`src/rtl/bhrl_pkg.sv`:
```
// Shared types, constants and helper functions of the boot history ring logger.
`timescale 1ns / 1ps
package bhrl_pkg;

    localparam int RING_DEPTH = 8;
    localparam int SLOT_W     = (RING_DEPTH > 1) ? $clog2(RING_DEPTH) : 1;
    localparam int CNT_W      = $clog2(RING_DEPTH + 1);
    localparam int CMDQ_DEPTH = 2;
    localparam int QPTR_W     = (CMDQ_DEPTH > 1) ? $clog2(CMDQ_DEPTH) : 1;
    localparam int QFILL_W    = $clog2(CMDQ_DEPTH + 1);
    localparam int UPTIME_W   = 16;

    localparam logic [1:0] REQ_BOOT = 2'd0;
    localparam logic [1:0] REQ_BEAT = 2'd1;
    localparam logic [1:0] REQ_HIST = 2'd2;
    localparam logic [1:0] REQ_NONE = 2'd3;

    typedef enum logic [1:0] {
        CMD_BOOT,
        CMD_BEAT,
        CMD_HIST
    } t_cmd_kind;

    typedef struct packed {
        t_cmd_kind             kind;
        logic [31:0]           cause;
        logic                  cause_set;
        logic [UPTIME_W-1:0]   uptime;
        logic [7:0]            max_records;
    } t_cmd;

    typedef struct packed {
        logic empty;
        t_cmd cmd;
    } t_q_head;

    typedef struct packed {
        logic [31:0]         boot_number;
        logic [31:0]         cause_bits;
        logic                warm_flag;
        logic                cause_valid;
        logic [UPTIME_W-1:0] prior_uptime;
    } t_ring_word;

    localparam int RING_W = $bits(t_ring_word);

    typedef struct packed {
        t_ring_word body;
        logic       record_present;
        logic       last_record;
    } t_rec;

    typedef enum logic [1:0] {
        S_IDLE,
        S_RD,
        S_LD
    } t_back_state;

    function automatic logic [SLOT_W-1:0] slot_next(input logic [SLOT_W-1:0] s);
        slot_next = (s == SLOT_W'(RING_DEPTH - 1)) ? '0 : s + SLOT_W'(1);
    endfunction

    // Slot of the oldest of the n newest records, modulo the ring depth.
    function automatic logic [SLOT_W-1:0] ring_start(input logic [SLOT_W-1:0] ws,
                                                     input logic [CNT_W-1:0]  n);
        logic [CNT_W+SLOT_W:0] t;
        t = (CNT_W+SLOT_W+1)'(ws) + (CNT_W+SLOT_W+1)'(RING_DEPTH)
            - (CNT_W+SLOT_W+1)'(n);
        if (t >= (CNT_W+SLOT_W+1)'(RING_DEPTH)) begin
            t = t - (CNT_W+SLOT_W+1)'(RING_DEPTH);
        end
        ring_start = t[SLOT_W-1:0];
    endfunction

endpackage

```
`src/rtl/bhrl_channels.sv`:
```
// Valid/ready channel interfaces for requests and history records.
`timescale 1ns / 1ps
interface bhrl_req_if;
    logic        valid;
    logic        ready;
    logic [1:0]  req_type;
    logic [31:0] reset_cause;
    logic        cause_read_ok;
    logic [31:0] uptime_seconds;
    logic [7:0]  max_records;

    modport source (output valid, req_type, reset_cause, cause_read_ok,
                    uptime_seconds, max_records, input ready);
    modport sink (input valid, req_type, reset_cause, cause_read_ok,
                  uptime_seconds, max_records, output ready);
endinterface

interface bhrl_rec_if;
    logic        valid;
    logic        ready;
    logic [31:0] boot_number;
    logic [31:0] cause_bits;
    logic        warm_flag;
    logic        cause_valid;
    logic [15:0] prior_uptime;
    logic        record_present;
    logic        last_record;

    modport source (output valid, boot_number, cause_bits, warm_flag, cause_valid,
                    prior_uptime, record_present, last_record, input ready);
    modport sink (input valid, boot_number, cause_bits, warm_flag, cause_valid,
                  prior_uptime, record_present, last_record, output ready);
    modport monitor (input valid, ready, boot_number, cause_bits, warm_flag,
                     cause_valid, prior_uptime, record_present, last_record);
endinterface

```
`src/rtl/boot_history_ring_logger_core.sv`:
```
// Top level of the boot history ring logger: front end, command queue, back end.
// A boot record or empty marker passes through the command queue and the output register; the
//   first record of a history read passes through the queue, a ring read and the output load.
// A history request does one ring read and one output load per record; boot events and
//   heartbeats take no ring read. Output loads wait while the output register is stalled.
// Up to 2 requests wait in the command queue while the back end is busy.
// Reset (synchronous, active low) drops retained history; ring contents need no clearing.
`timescale 1ns / 1ps
module boot_history_ring_logger_core (
    input  logic        i_clk,
    input  logic        i_rst_n,
    bhrl_req_if.sink    i_req,
    bhrl_rec_if.source  o_rec
);
    import bhrl_pkg::*;

    // front end to queue
    logic    w_push;
    t_cmd    w_cmd;
    logic    w_full;

    // queue to back end
    t_q_head w_head;
    logic    w_pop;

    // back end output register
    logic    w_rec_valid;
    t_rec    w_rec;

    // Decode and pre-condition requests; drop unused request codes.
    bhrl_front u_front (
        .i_req  (i_req),
        .i_full (w_full),
        .o_push (w_push),
        .o_cmd  (w_cmd)
    );

    // Hold accepted commands so the front keeps taking items while records drain.
    bhrl_cmdq u_cmdq (
        .i_clk   (i_clk),
        .i_rst_n (i_rst_n),
        .i_push  (w_push),
        .i_cmd   (w_cmd),
        .o_full  (w_full),
        .i_pop   (w_pop),
        .o_head  (w_head)
    );

    // Advance history state, write boots into the ring, replay on request.
    bhrl_back u_back (
        .i_clk       (i_clk),
        .i_rst_n     (i_rst_n),
        .i_head      (w_head),
        .o_pop       (w_pop),
        .o_rec_valid (w_rec_valid),
        .o_rec       (w_rec),
        .i_rec_ready (o_rec.ready)
    );

    assign o_rec.valid          = w_rec_valid;
    assign o_rec.boot_number    = w_rec.body.boot_number;
    assign o_rec.cause_bits     = w_rec.body.cause_bits;
    assign o_rec.warm_flag      = w_rec.body.warm_flag;
    assign o_rec.cause_valid    = w_rec.body.cause_valid;
    assign o_rec.prior_uptime   = w_rec.body.prior_uptime;
    assign o_rec.record_present = w_rec.record_present;
    assign o_rec.last_record    = w_rec.last_record;
endmodule

```
`src/rtl/bhrl_ram.sv`:
```
// Generic single-write, single-read RAM with registered read data.
`timescale 1ns / 1ps
module bhrl_ram #(
    parameter int WIDTH = 8,
    parameter int DEPTH = 8
) (
    input  logic                                     i_clk,
    input  logic                                     i_wr_en,
    input  logic [((DEPTH > 1) ? $clog2(DEPTH) : 1)-1:0] i_wr_addr,
    input  logic [WIDTH-1:0]                         i_wr_data,
    input  logic                                     i_rd_en,
    input  logic [((DEPTH > 1) ? $clog2(DEPTH) : 1)-1:0] i_rd_addr,
    output logic [WIDTH-1:0]                         o_rd_data
);
    logic [WIDTH-1:0] r_mem [DEPTH];
    logic [WIDTH-1:0] r_rd_data;

    always_ff @(posedge i_clk) begin
        if (i_wr_en) begin
            r_mem[i_wr_addr] <= i_wr_data;
        end
        if (i_rd_en) begin
            r_rd_data <= r_mem[i_rd_addr];
        end
    end

    assign o_rd_data = r_rd_data;
endmodule

```
`src/rtl/bhrl_front.sv`:
```
// Request front end: accept, decode and pre-condition request items.
`timescale 1ns / 1ps
module bhrl_front (
    bhrl_req_if.sink          i_req,
    input  logic              i_full,
    output logic              o_push,
    output bhrl_pkg::t_cmd    o_cmd
);
    import bhrl_pkg::*;

    logic w_take;

    assign i_req.ready = !i_full;
    assign w_take      = i_req.valid && !i_full;

    always_comb begin
        o_push            = 1'b0;
        o_cmd.kind        = CMD_BEAT;
        o_cmd.cause       = i_req.cause_read_ok ? i_req.reset_cause : 32'd0;
        o_cmd.cause_set   = i_req.cause_read_ok && (i_req.reset_cause != 32'd0);
        o_cmd.max_records = i_req.max_records;
        // saturate uptime to the stored width
        o_cmd.uptime      = (i_req.uptime_seconds > 32'(UPTIME_W'('1)))
                            ? UPTIME_W'('1) : i_req.uptime_seconds[UPTIME_W-1:0];
        unique case (i_req.req_type)
            REQ_BOOT: begin
                o_cmd.kind = CMD_BOOT;
                o_push     = w_take;
            end
            REQ_BEAT: begin
                o_cmd.kind = CMD_BEAT;
                o_push     = w_take;
            end
            REQ_HIST: begin
                o_cmd.kind = CMD_HIST;
                o_push     = w_take;
            end
            REQ_NONE: begin
                o_push = 1'b0;
            end
        endcase
    end
endmodule

```
`src/rtl/bhrl_cmdq.sv`:
```
// Small command queue between front end and back end.
`timescale 1ns / 1ps
module bhrl_cmdq (
    input  logic                i_clk,
    input  logic                i_rst_n,
    input  logic                i_push,
    input  bhrl_pkg::t_cmd      i_cmd,
    output logic                o_full,
    input  logic                i_pop,
    output bhrl_pkg::t_q_head   o_head
);
    import bhrl_pkg::*;

    t_cmd               r_mem [CMDQ_DEPTH];
    logic [QPTR_W-1:0]  r_wr_ptr, n_wr_ptr;
    logic [QPTR_W-1:0]  r_rd_ptr, n_rd_ptr;
    logic [QFILL_W-1:0] r_fill, n_fill;
    logic               w_pop;

    assign o_full       = (r_fill == QFILL_W'(CMDQ_DEPTH));
    assign o_head.empty = (r_fill == '0);
    assign o_head.cmd   = r_mem[r_rd_ptr];
    assign w_pop        = i_pop && !o_head.empty;

    always_comb begin
        n_wr_ptr = r_wr_ptr;
        n_rd_ptr = r_rd_ptr;
        n_fill   = r_fill;
        if (i_push) begin
            n_wr_ptr = (r_wr_ptr == QPTR_W'(CMDQ_DEPTH - 1)) ? '0 : r_wr_ptr + QPTR_W'(1);
        end
        if (w_pop) begin
            n_rd_ptr = (r_rd_ptr == QPTR_W'(CMDQ_DEPTH - 1)) ? '0 : r_rd_ptr + QPTR_W'(1);
        end
        if (i_push && !w_pop) begin
            n_fill = r_fill + QFILL_W'(1);
        end else if (w_pop && !i_push) begin
            n_fill = r_fill - QFILL_W'(1);
        end
    end

    always_ff @(posedge i_clk) begin
        if (!i_rst_n) begin
            r_wr_ptr <= '0;
            r_rd_ptr <= '0;
            r_fill   <= '0;
        end else begin
            r_wr_ptr <= n_wr_ptr;
            r_rd_ptr <= n_rd_ptr;
            r_fill   <= n_fill;
        end
    end

    always_ff @(posedge i_clk) begin
        if (i_push) begin
            r_mem[r_wr_ptr] <= i_cmd;
        end
    end
endmodule

```
`src/rtl/bhrl_back.sv`:
```
// Back end: history state, ring storage, replay sequencer and output register.
`timescale 1ns / 1ps
module bhrl_back (
    input  logic               i_clk,
    input  logic               i_rst_n,
    input  bhrl_pkg::t_q_head  i_head,
    output logic               o_pop,
    output logic               o_rec_valid,
    output bhrl_pkg::t_rec     o_rec,
    input  logic               i_rec_ready
);
    import bhrl_pkg::*;

    localparam int CMP_W = (CNT_W > 8) ? CNT_W : 8;

    t_back_state          r_state, n_state;
    logic                 r_hv, n_hv;
    logic [31:0]          r_boot, n_boot;
    logic [SLOT_W-1:0]    r_ws, n_ws;
    logic [CNT_W-1:0]     r_cnt, n_cnt;
    logic [UPTIME_W-1:0]  r_up, n_up;
    logic [SLOT_W-1:0]    r_rd_idx, n_rd_idx;
    logic [CNT_W-1:0]     r_left, n_left;
    logic                 r_out_valid, n_out_valid;
    t_rec                 r_out, n_out;

    logic                 w_out_free;
    logic [CNT_W-1:0]     w_hist_n;
    logic                 w_load;
    t_rec                 w_rec;
    logic                 w_wr_en;
    logic [SLOT_W-1:0]    w_wr_addr;
    t_ring_word           w_wr_word;
    logic                 w_rd_en;
    logic [RING_W-1:0]    w_rd_data;
    t_ring_word           w_rd_word;
    logic                 w_warm;
    logic [SLOT_W-1:0]    w_slot;

    assign w_out_free = !r_out_valid || i_rec_ready;
    assign w_rd_word  = t_ring_word'(w_rd_data);
    assign w_warm     = r_hv;
    assign w_slot     = r_hv ? r_ws : '0;

    always_comb begin
        if (!r_hv) begin
            w_hist_n = '0;
        end else if (CMP_W'(i_head.cmd.max_records) < CMP_W'(r_cnt)) begin
            w_hist_n = CNT_W'(i_head.cmd.max_records);
        end else begin
            w_hist_n = r_cnt;
        end
    end

    bhrl_ram #(
        .WIDTH (RING_W),
        .DEPTH (RING_DEPTH)
    ) u_ring (
        .i_clk     (i_clk),
        .i_wr_en   (w_wr_en),
        .i_wr_addr (w_wr_addr),
        .i_wr_data (w_wr_word),
        .i_rd_en   (w_rd_en),
        .i_rd_addr (r_rd_idx),
        .o_rd_data (w_rd_data)
    );

    // next state
    always_comb begin
        n_state = r_state;
        unique case (r_state)
            S_IDLE: begin
                if (!i_head.empty && i_head.cmd.kind == CMD_HIST && w_out_free
                    && w_hist_n != '0) begin
                    n_state = S_RD;
                end
            end
            S_RD: begin
                n_state = S_LD;
            end
            S_LD: begin
                if (w_out_free) begin
                    n_state = (r_left == CNT_W'(1)) ? S_IDLE : S_RD;
                end
            end
            default: begin
                n_state = S_IDLE;
            end
        endcase
    end

    // outputs and datapath
    always_comb begin
        o_pop     = 1'b0;
        w_load    = 1'b0;
        w_rec     = '0;
        w_wr_en   = 1'b0;
        w_wr_addr = w_slot;
        w_wr_word = '0;
        w_rd_en   = 1'b0;
        n_hv      = r_hv;
        n_boot    = r_boot;
        n_ws      = r_ws;
        n_cnt     = r_cnt;
        n_up      = r_up;
        n_rd_idx  = r_rd_idx;
        n_left    = r_left;
        unique case (r_state)
            S_IDLE: begin
                if (!i_head.empty) begin
                    case (i_head.cmd.kind)
                        CMD_BEAT: begin
                            o_pop = 1'b1;
                            n_up  = i_head.cmd.uptime;
                        end
                        CMD_BOOT: begin
                            if (w_out_free) begin
                                // a cold boot restarts counter, slot and count
                                o_pop                 = 1'b1;
                                w_wr_word.boot_number = w_warm ? r_boot + 32'd1 : 32'd1;
                                w_wr_word.cause_bits  = i_head.cmd.cause;
                                w_wr_word.warm_flag   = w_warm;
                                w_wr_word.cause_valid = i_head.cmd.cause_set;
                                w_wr_word.prior_uptime = w_warm ? r_up : '0;
                                w_wr_en               = 1'b1;
                                w_load                = 1'b1;
                                w_rec.body            = w_wr_word;
                                w_rec.record_present  = 1'b1;
                                w_rec.last_record     = 1'b1;
                                n_hv                  = 1'b1;
                                n_boot                = w_wr_word.boot_number;
                                n_ws                  = slot_next(w_slot);
                                n_up                  = '0;
                                if (!w_warm) begin
                                    n_cnt = CNT_W'(1);
                                end else if (r_cnt < CNT_W'(RING_DEPTH)) begin
                                    n_cnt = r_cnt + CNT_W'(1);
                                end
                            end
                        end
                        CMD_HIST: begin
                            if (w_out_free) begin
                                o_pop = 1'b1;
                                if (w_hist_n == '0) begin
                                    // empty marker
                                    w_load            = 1'b1;
                                    w_rec.last_record = 1'b1;
                                end else begin
                                    n_rd_idx = ring_start(r_ws, w_hist_n);
                                    n_left   = w_hist_n;
                                end
                            end
                        end
                        default: begin
                            o_pop = 1'b1;
                        end
                    endcase
                end
            end
            S_RD: begin
                w_rd_en = 1'b1;
            end
            S_LD: begin
                if (w_out_free) begin
                    w_load               = 1'b1;
                    w_rec.body           = w_rd_word;
                    w_rec.record_present = 1'b1;
                    w_rec.last_record    = (r_left == CNT_W'(1));
                    n_left               = r_left - CNT_W'(1);
                    n_rd_idx             = slot_next(r_rd_idx);
                end
            end
            default: begin
                w_load = 1'b0;
            end
        endcase
    end

    always_comb begin
        n_out_valid = r_out_valid;
        n_out       = r_out;
        if (w_load) begin
            n_out_valid = 1'b1;
            n_out       = w_rec;
        end else if (i_rec_ready) begin
            n_out_valid = 1'b0;
        end
    end

    always_ff @(posedge i_clk) begin
        if (!i_rst_n) begin
            r_state     <= S_IDLE;
            r_hv        <= 1'b0;
            r_boot      <= '0;
            r_ws        <= '0;
            r_cnt       <= '0;
            r_up        <= '0;
            r_out_valid <= 1'b0;
        end else begin
            r_state     <= n_state;
            r_hv        <= n_hv;
            r_boot      <= n_boot;
            r_ws        <= n_ws;
            r_cnt       <= n_cnt;
            r_up        <= n_up;
            r_out_valid <= n_out_valid;
        end
    end

    always_ff @(posedge i_clk) begin
        r_rd_idx <= n_rd_idx;
        r_left   <= n_left;
        r_out    <= n_out;
    end

    assign o_rec_valid = r_out_valid;
    assign o_rec       = r_out;
endmodule

```
`src/flat_wrapper.sv`:
```
// flat-port wrapper written by rule: the top's interface ports become plain ports
module boot_history_ring_logger_core_flat import bhrl_pkg::*;
  (i_clk, i_rst_n, i_req_valid, i_req_req_type, i_req_reset_cause, i_req_cause_read_ok, i_req_uptime_seconds, i_req_max_records, i_req_ready, o_rec_valid, o_rec_boot_number, o_rec_cause_bits, o_rec_warm_flag, o_rec_cause_valid, o_rec_prior_uptime, o_rec_record_present, o_rec_last_record, o_rec_ready);
  bhrl_req_if i_req_i ();
  bhrl_rec_if o_rec_i ();
  input  logic i_clk;
  input  logic i_rst_n;
  input wire logic [$bits(i_req_i.valid)-1:0] i_req_valid;
  input wire logic [$bits(i_req_i.req_type)-1:0] i_req_req_type;
  input wire logic [$bits(i_req_i.reset_cause)-1:0] i_req_reset_cause;
  input wire logic [$bits(i_req_i.cause_read_ok)-1:0] i_req_cause_read_ok;
  input wire logic [$bits(i_req_i.uptime_seconds)-1:0] i_req_uptime_seconds;
  input wire logic [$bits(i_req_i.max_records)-1:0] i_req_max_records;
  output wire logic [$bits(i_req_i.ready)-1:0] i_req_ready;
  output wire logic [$bits(o_rec_i.valid)-1:0] o_rec_valid;
  output wire logic [$bits(o_rec_i.boot_number)-1:0] o_rec_boot_number;
  output wire logic [$bits(o_rec_i.cause_bits)-1:0] o_rec_cause_bits;
  output wire logic [$bits(o_rec_i.warm_flag)-1:0] o_rec_warm_flag;
  output wire logic [$bits(o_rec_i.cause_valid)-1:0] o_rec_cause_valid;
  output wire logic [$bits(o_rec_i.prior_uptime)-1:0] o_rec_prior_uptime;
  output wire logic [$bits(o_rec_i.record_present)-1:0] o_rec_record_present;
  output wire logic [$bits(o_rec_i.last_record)-1:0] o_rec_last_record;
  input wire logic [$bits(o_rec_i.ready)-1:0] o_rec_ready;
  assign i_req_i.valid = i_req_valid;
  assign i_req_i.req_type = i_req_req_type;
  assign i_req_i.reset_cause = i_req_reset_cause;
  assign i_req_i.cause_read_ok = i_req_cause_read_ok;
  assign i_req_i.uptime_seconds = i_req_uptime_seconds;
  assign i_req_i.max_records = i_req_max_records;
  assign i_req_ready = i_req_i.ready;
  assign o_rec_valid = o_rec_i.valid;
  assign o_rec_boot_number = o_rec_i.boot_number;
  assign o_rec_cause_bits = o_rec_i.cause_bits;
  assign o_rec_warm_flag = o_rec_i.warm_flag;
  assign o_rec_cause_valid = o_rec_i.cause_valid;
  assign o_rec_prior_uptime = o_rec_i.prior_uptime;
  assign o_rec_record_present = o_rec_i.record_present;
  assign o_rec_last_record = o_rec_i.last_record;
  assign o_rec_i.ready = o_rec_ready;
  boot_history_ring_logger_core u_core (.i_clk(i_clk), .i_rst_n(i_rst_n), .i_req(i_req_i), .o_rec(o_rec_i));
endmodule
```
`config.mk`:
```
export PLATFORM = sky130hd
export DESIGN_NAME = boot_history_ring_logger_core_flat
export DESIGN_NICKNAME = d
export VERILOG_FILES = /design/src/rtl/bhrl_pkg.sv /design/src/rtl/bhrl_channels.sv /design/src/rtl/boot_history_ring_logger_core.sv /design/src/rtl/bhrl_ram.sv /design/src/rtl/bhrl_front.sv /design/src/rtl/bhrl_cmdq.sv /design/src/rtl/bhrl_back.sv /design/src/flat_wrapper.sv
export SDC_FILE = /design/constraint.sdc
export NUM_CORES = 1
export LEC_CHECK = 0
export BUFFER_PORTS_ARGS = -buffer_cell sky130_fd_sc_hd__buf_4
export CORE_ASPECT_RATIO = 2
export CORE_MARGIN = 2
export CORE_UTILIZATION = 40
export CTS_CLUSTER_DIAMETER = 150
export DETAILED_ROUTE_END_ITERATION = 16
export PLACE_DENSITY = 0.63
export SYNTH_ARGS = -nofsm -noshare
export SYNTH_HDL_FRONTEND = slang
export SYNTH_SLANG_ARGS = --single-unit
```
`constraint.sdc`:
```
create_clock -name i_clk -period 26.8 [get_ports i_clk]
set_clock_uncertainty 0.05 [all_clocks]
set_input_delay 5.36 -clock i_clk [delete_from_list [all_inputs] [get_ports i_clk]]
set_output_delay 5.36 -clock i_clk [all_outputs]
set_load 0.03 [all_outputs]
```
==> results.py <==
metrics = {
    "layout": {
        "final.fill_count": 8150,
        "nets": 2368,
        "drive_above_1_share_pct": 26.8,
        "multiInputGateArea_mm2": 0.00923,
        "area_growth_pct": 14.2,
        "final_cell_mix": "edfxtp_1, buf_4, mux4_2",
        "final_common_cell": "edfxtp_1",
        "ff_latch_area_mm2": 0.0297,
    },
    "synth": {
        "yosys_warnings": 0,
        "syn_area_mm2": 0.0394,
        "synth.largest_area_cell": "edfxtp_1",
        "ys_seq_area_share_pct": 75.4,
        "synthesis.nets": 2190,
        "ys_types": 65,
        "synth-async-reset-ratio_pct": 0,
        "ys_seq_elements": 1011,
        "syn_inst": 2098,
        "synth-main-ff-cell": "edfxtp_1",
        "netlist.area_leader.share_pct": 72.1,
        "synth.area.top_cells": "edfxtp_1, mux4_2, dfxtp_1",
        "synth.avg_cell_area_um2": 18.8,
        "synth_edf_count": 947,
    },
    "route": {
        "wirelength_um": 91500,
        "dr_total_vias": 19900,
        "drt_iter0_drc": 1459,
        "routed_via_density": 5.44,
        "postRouteAntennaNets": 0,
        "dr.pass1.iters": 6,
        "drcViolationCount": 0,
        "post_drt_wl_per_cell_um": 25.0,
    },
    "timing": {
        "setup_tns_ns": 0,
        "worstMarginPinSlew_ns": 1.29,
        "finalSetupViolations": 0,
        "timing.fmax_mhz": 119,
        "slew_violations": 0,
        "fin_crit_sh_pct": 31.4,
        "min_period_ns": 8.43,
        "maxSlewHeadroom_pct": 13.1,
        "rsz0062_at_grt": "no",
        "holdWs_ns": 0.398,
        "finalHoldViolCount": 0,
    },
    "clock_network": {
        "cts-resized-gates": 0,
        "hold_buffers": 0,
        "cts_made_buffers": 84,
        "htreeDepth": 3,
        "path_clk_slew_ns": 0.06,
        "cts-root-buf": "clkbuf_16",
        "clk_latency_ns": 0.68,
        "cts_buffer_depth": 3,
        "cts_tree": "built",
        "clock-sinks": 1011,
        "post_cts_buffers": 0,
    },
    "status": {
        "status": "complete, no violations",
    },
    "worst_setup_path": {
        "crit_path_frequent_cell": "buf_4",
        "crit_required_ns": 27.03,
        "path_buf_inv": 4,
        "crit_fanout": 57,
        "worstSetupPathType": "in -> reg",
        "cp-end-kind": "register",
        "path_cells": "buf_4, nand2b_1, and2_1, nand3_2, buf_4, inv_2, nand2_1, nor2_4, buf_4",
        "start_kind": "input port",
        "cp.arrival_ns": 8.65,
        "slowest_delay_ns": 0.93,
        "cpMaxStageDelayCell": "buf_4",
        "critPathTopFamily": "simple AND/OR/NAND/NOR gates",
    },
    "min_path": {
        "hold_path.class": "reg -> reg",
    },
    "grt": {
        "grt_max_degree": 68,
        "antenna_found_initial": 4,
        "grt_pass1_wl_um": 135000,
        "track_usage_pct": 18.2,
        "first_global_vias": 21400,
        "overflow": 0,
    },
    "power_and_ir_drop": {
        "power.density_mw_per_mm2": 79.0,
        "total_power_mw": 3.56,
        "p_leak_nw": 14.6,
        "peakVddDrop_mv": 0.0405,
    },
    "floorplanning": {
        "die_w_um": 226,
        "die_h_um": 448,
        "row_count": 162,
        "start_util_pct": 40.4,
        "io_pins": 165,
        "core_mm2": 0.0975,
        "die_area_mm2": 0.101,
    },
    "run": {
        "drv_cap": 0,
    },
    "placement": {
        "io_buffers": 164,
        "place_hpwl_um": 52800,
        "gp_congestion": 0.804,
    },
}
## flip-flops by register name (all words and copies together), names as in the netlist, named ones only
name / count
u_core.u_back.o_rec: 84
u_core.u_back.o_rec_valid: 1
u_core.u_back.r_boot: 32
u_core.u_back.r_cnt: 4
u_core.u_back.r_hv: 1
u_core.u_back.r_left: 4
u_core.u_back.r_rd_idx: 3
u_core.u_back.r_state: 2
u_core.u_back.r_up: 16
u_core.u_back.r_ws: 3
u_core.u_back.u_ring.o_rd_data: 82
u_core.u_back.u_ring.r_mem: 656
u_core.u_cmdq.r_fill: 2
u_core.u_cmdq.r_mem: 118
u_core.u_cmdq.r_rd_ptr: 1
u_core.u_cmdq.r_wr_ptr: 1
## cell type report
cell class / count / share of cell area, %
Antenna cell: 1 / 0.00556
Clock buffer: 105 / 5.05
Clock inverter: 49 / 1.22
Inverter: 23 / 0.192
Multi-Input combinational cell: 953 / 20.5
Sequential cell: 1011 / 66.0
Tap cell: 1312 / 3.65
Timing Repair Buffer: 203 / 3.38
## path summary, 6_finish.rpt
path / start / end / slack, ns / cells after the start
min reg2reg: u_core.u_back.r_up[10] / u_core.u_back.r_up[10] / 0.40 / 2
min: u_core.u_back.r_up[10] / u_core.u_back.r_up[10] / 0.40 / 2
max reg2reg: register / u_core.u_back.o_rec[18] / 21.61 / 9
max: o_rec_ready / u_core.u_back.u_ring.r_mem[7][21] / 18.37 / 9
## synth_stat cells, drive strengths merged (11+ instances only)
cell type / n
buf: 41
mux2: 91
nor2: 94
nor4: 28
nor3: 11
mux4: 164
a21oi: 50
clkbuf: 70
or2: 19
dfxtp: 64
a21o: 65
xnor2: 23
inv: 21
nand2: 73
o21ai: 51
edfxtp: 947
nand3: 20
and2: 58
nand4: 12
mux2i: 60
ha: 12
or3: 36
## routing by layer
layer,part of all wire (%),track usage (%)
met5,0.011,0
met4,2.7,6.36
met3,5.4,3.11
met2,52,32.5
met1,40,22.3
## per-stage QoR
step / utilization (%) / std cells / cell area [µm²] / setup WS, ns
after floorplan: - / 2098 / 39400 / 11.84
after global placement: 43.3 / 3502 / 42200 / 17.66
after detailed placement: 43.3 / 3502 / 42200 / 17.66
after CTS: 46.2 / 3656 / 45000 / 18.37
after global routing: 46.2 / 3657 / 45000 / 18.14
final: 46.2 / 3657 / 45000 / 18.37
## tightest hold or removal path, cell delays in order (launching register included)
cell     delay (ns)
dfxtp_1        0.30
nand2_1        0.05
a21oi_1        0.05
## power by group
group	leakage (nW)	internal (mW)	switching (mW)
combinational	4.13	0.121	0.283
clock	1.37	0.706	0.568
sequential	9.06	1.84	0.0431
## cells by family after synthesis
kind of cell	share of synthesized area, %
DFF	75.4
and+or+nand+nor	5.21
muxes	13.5
AOI/OAI and AO/OA	3.26
buffers and inverters	1.45
xor gates and xnor gates	0.733
adders and majority gates	0.432
No activity file was read; power rests on OpenSTA's default activity.
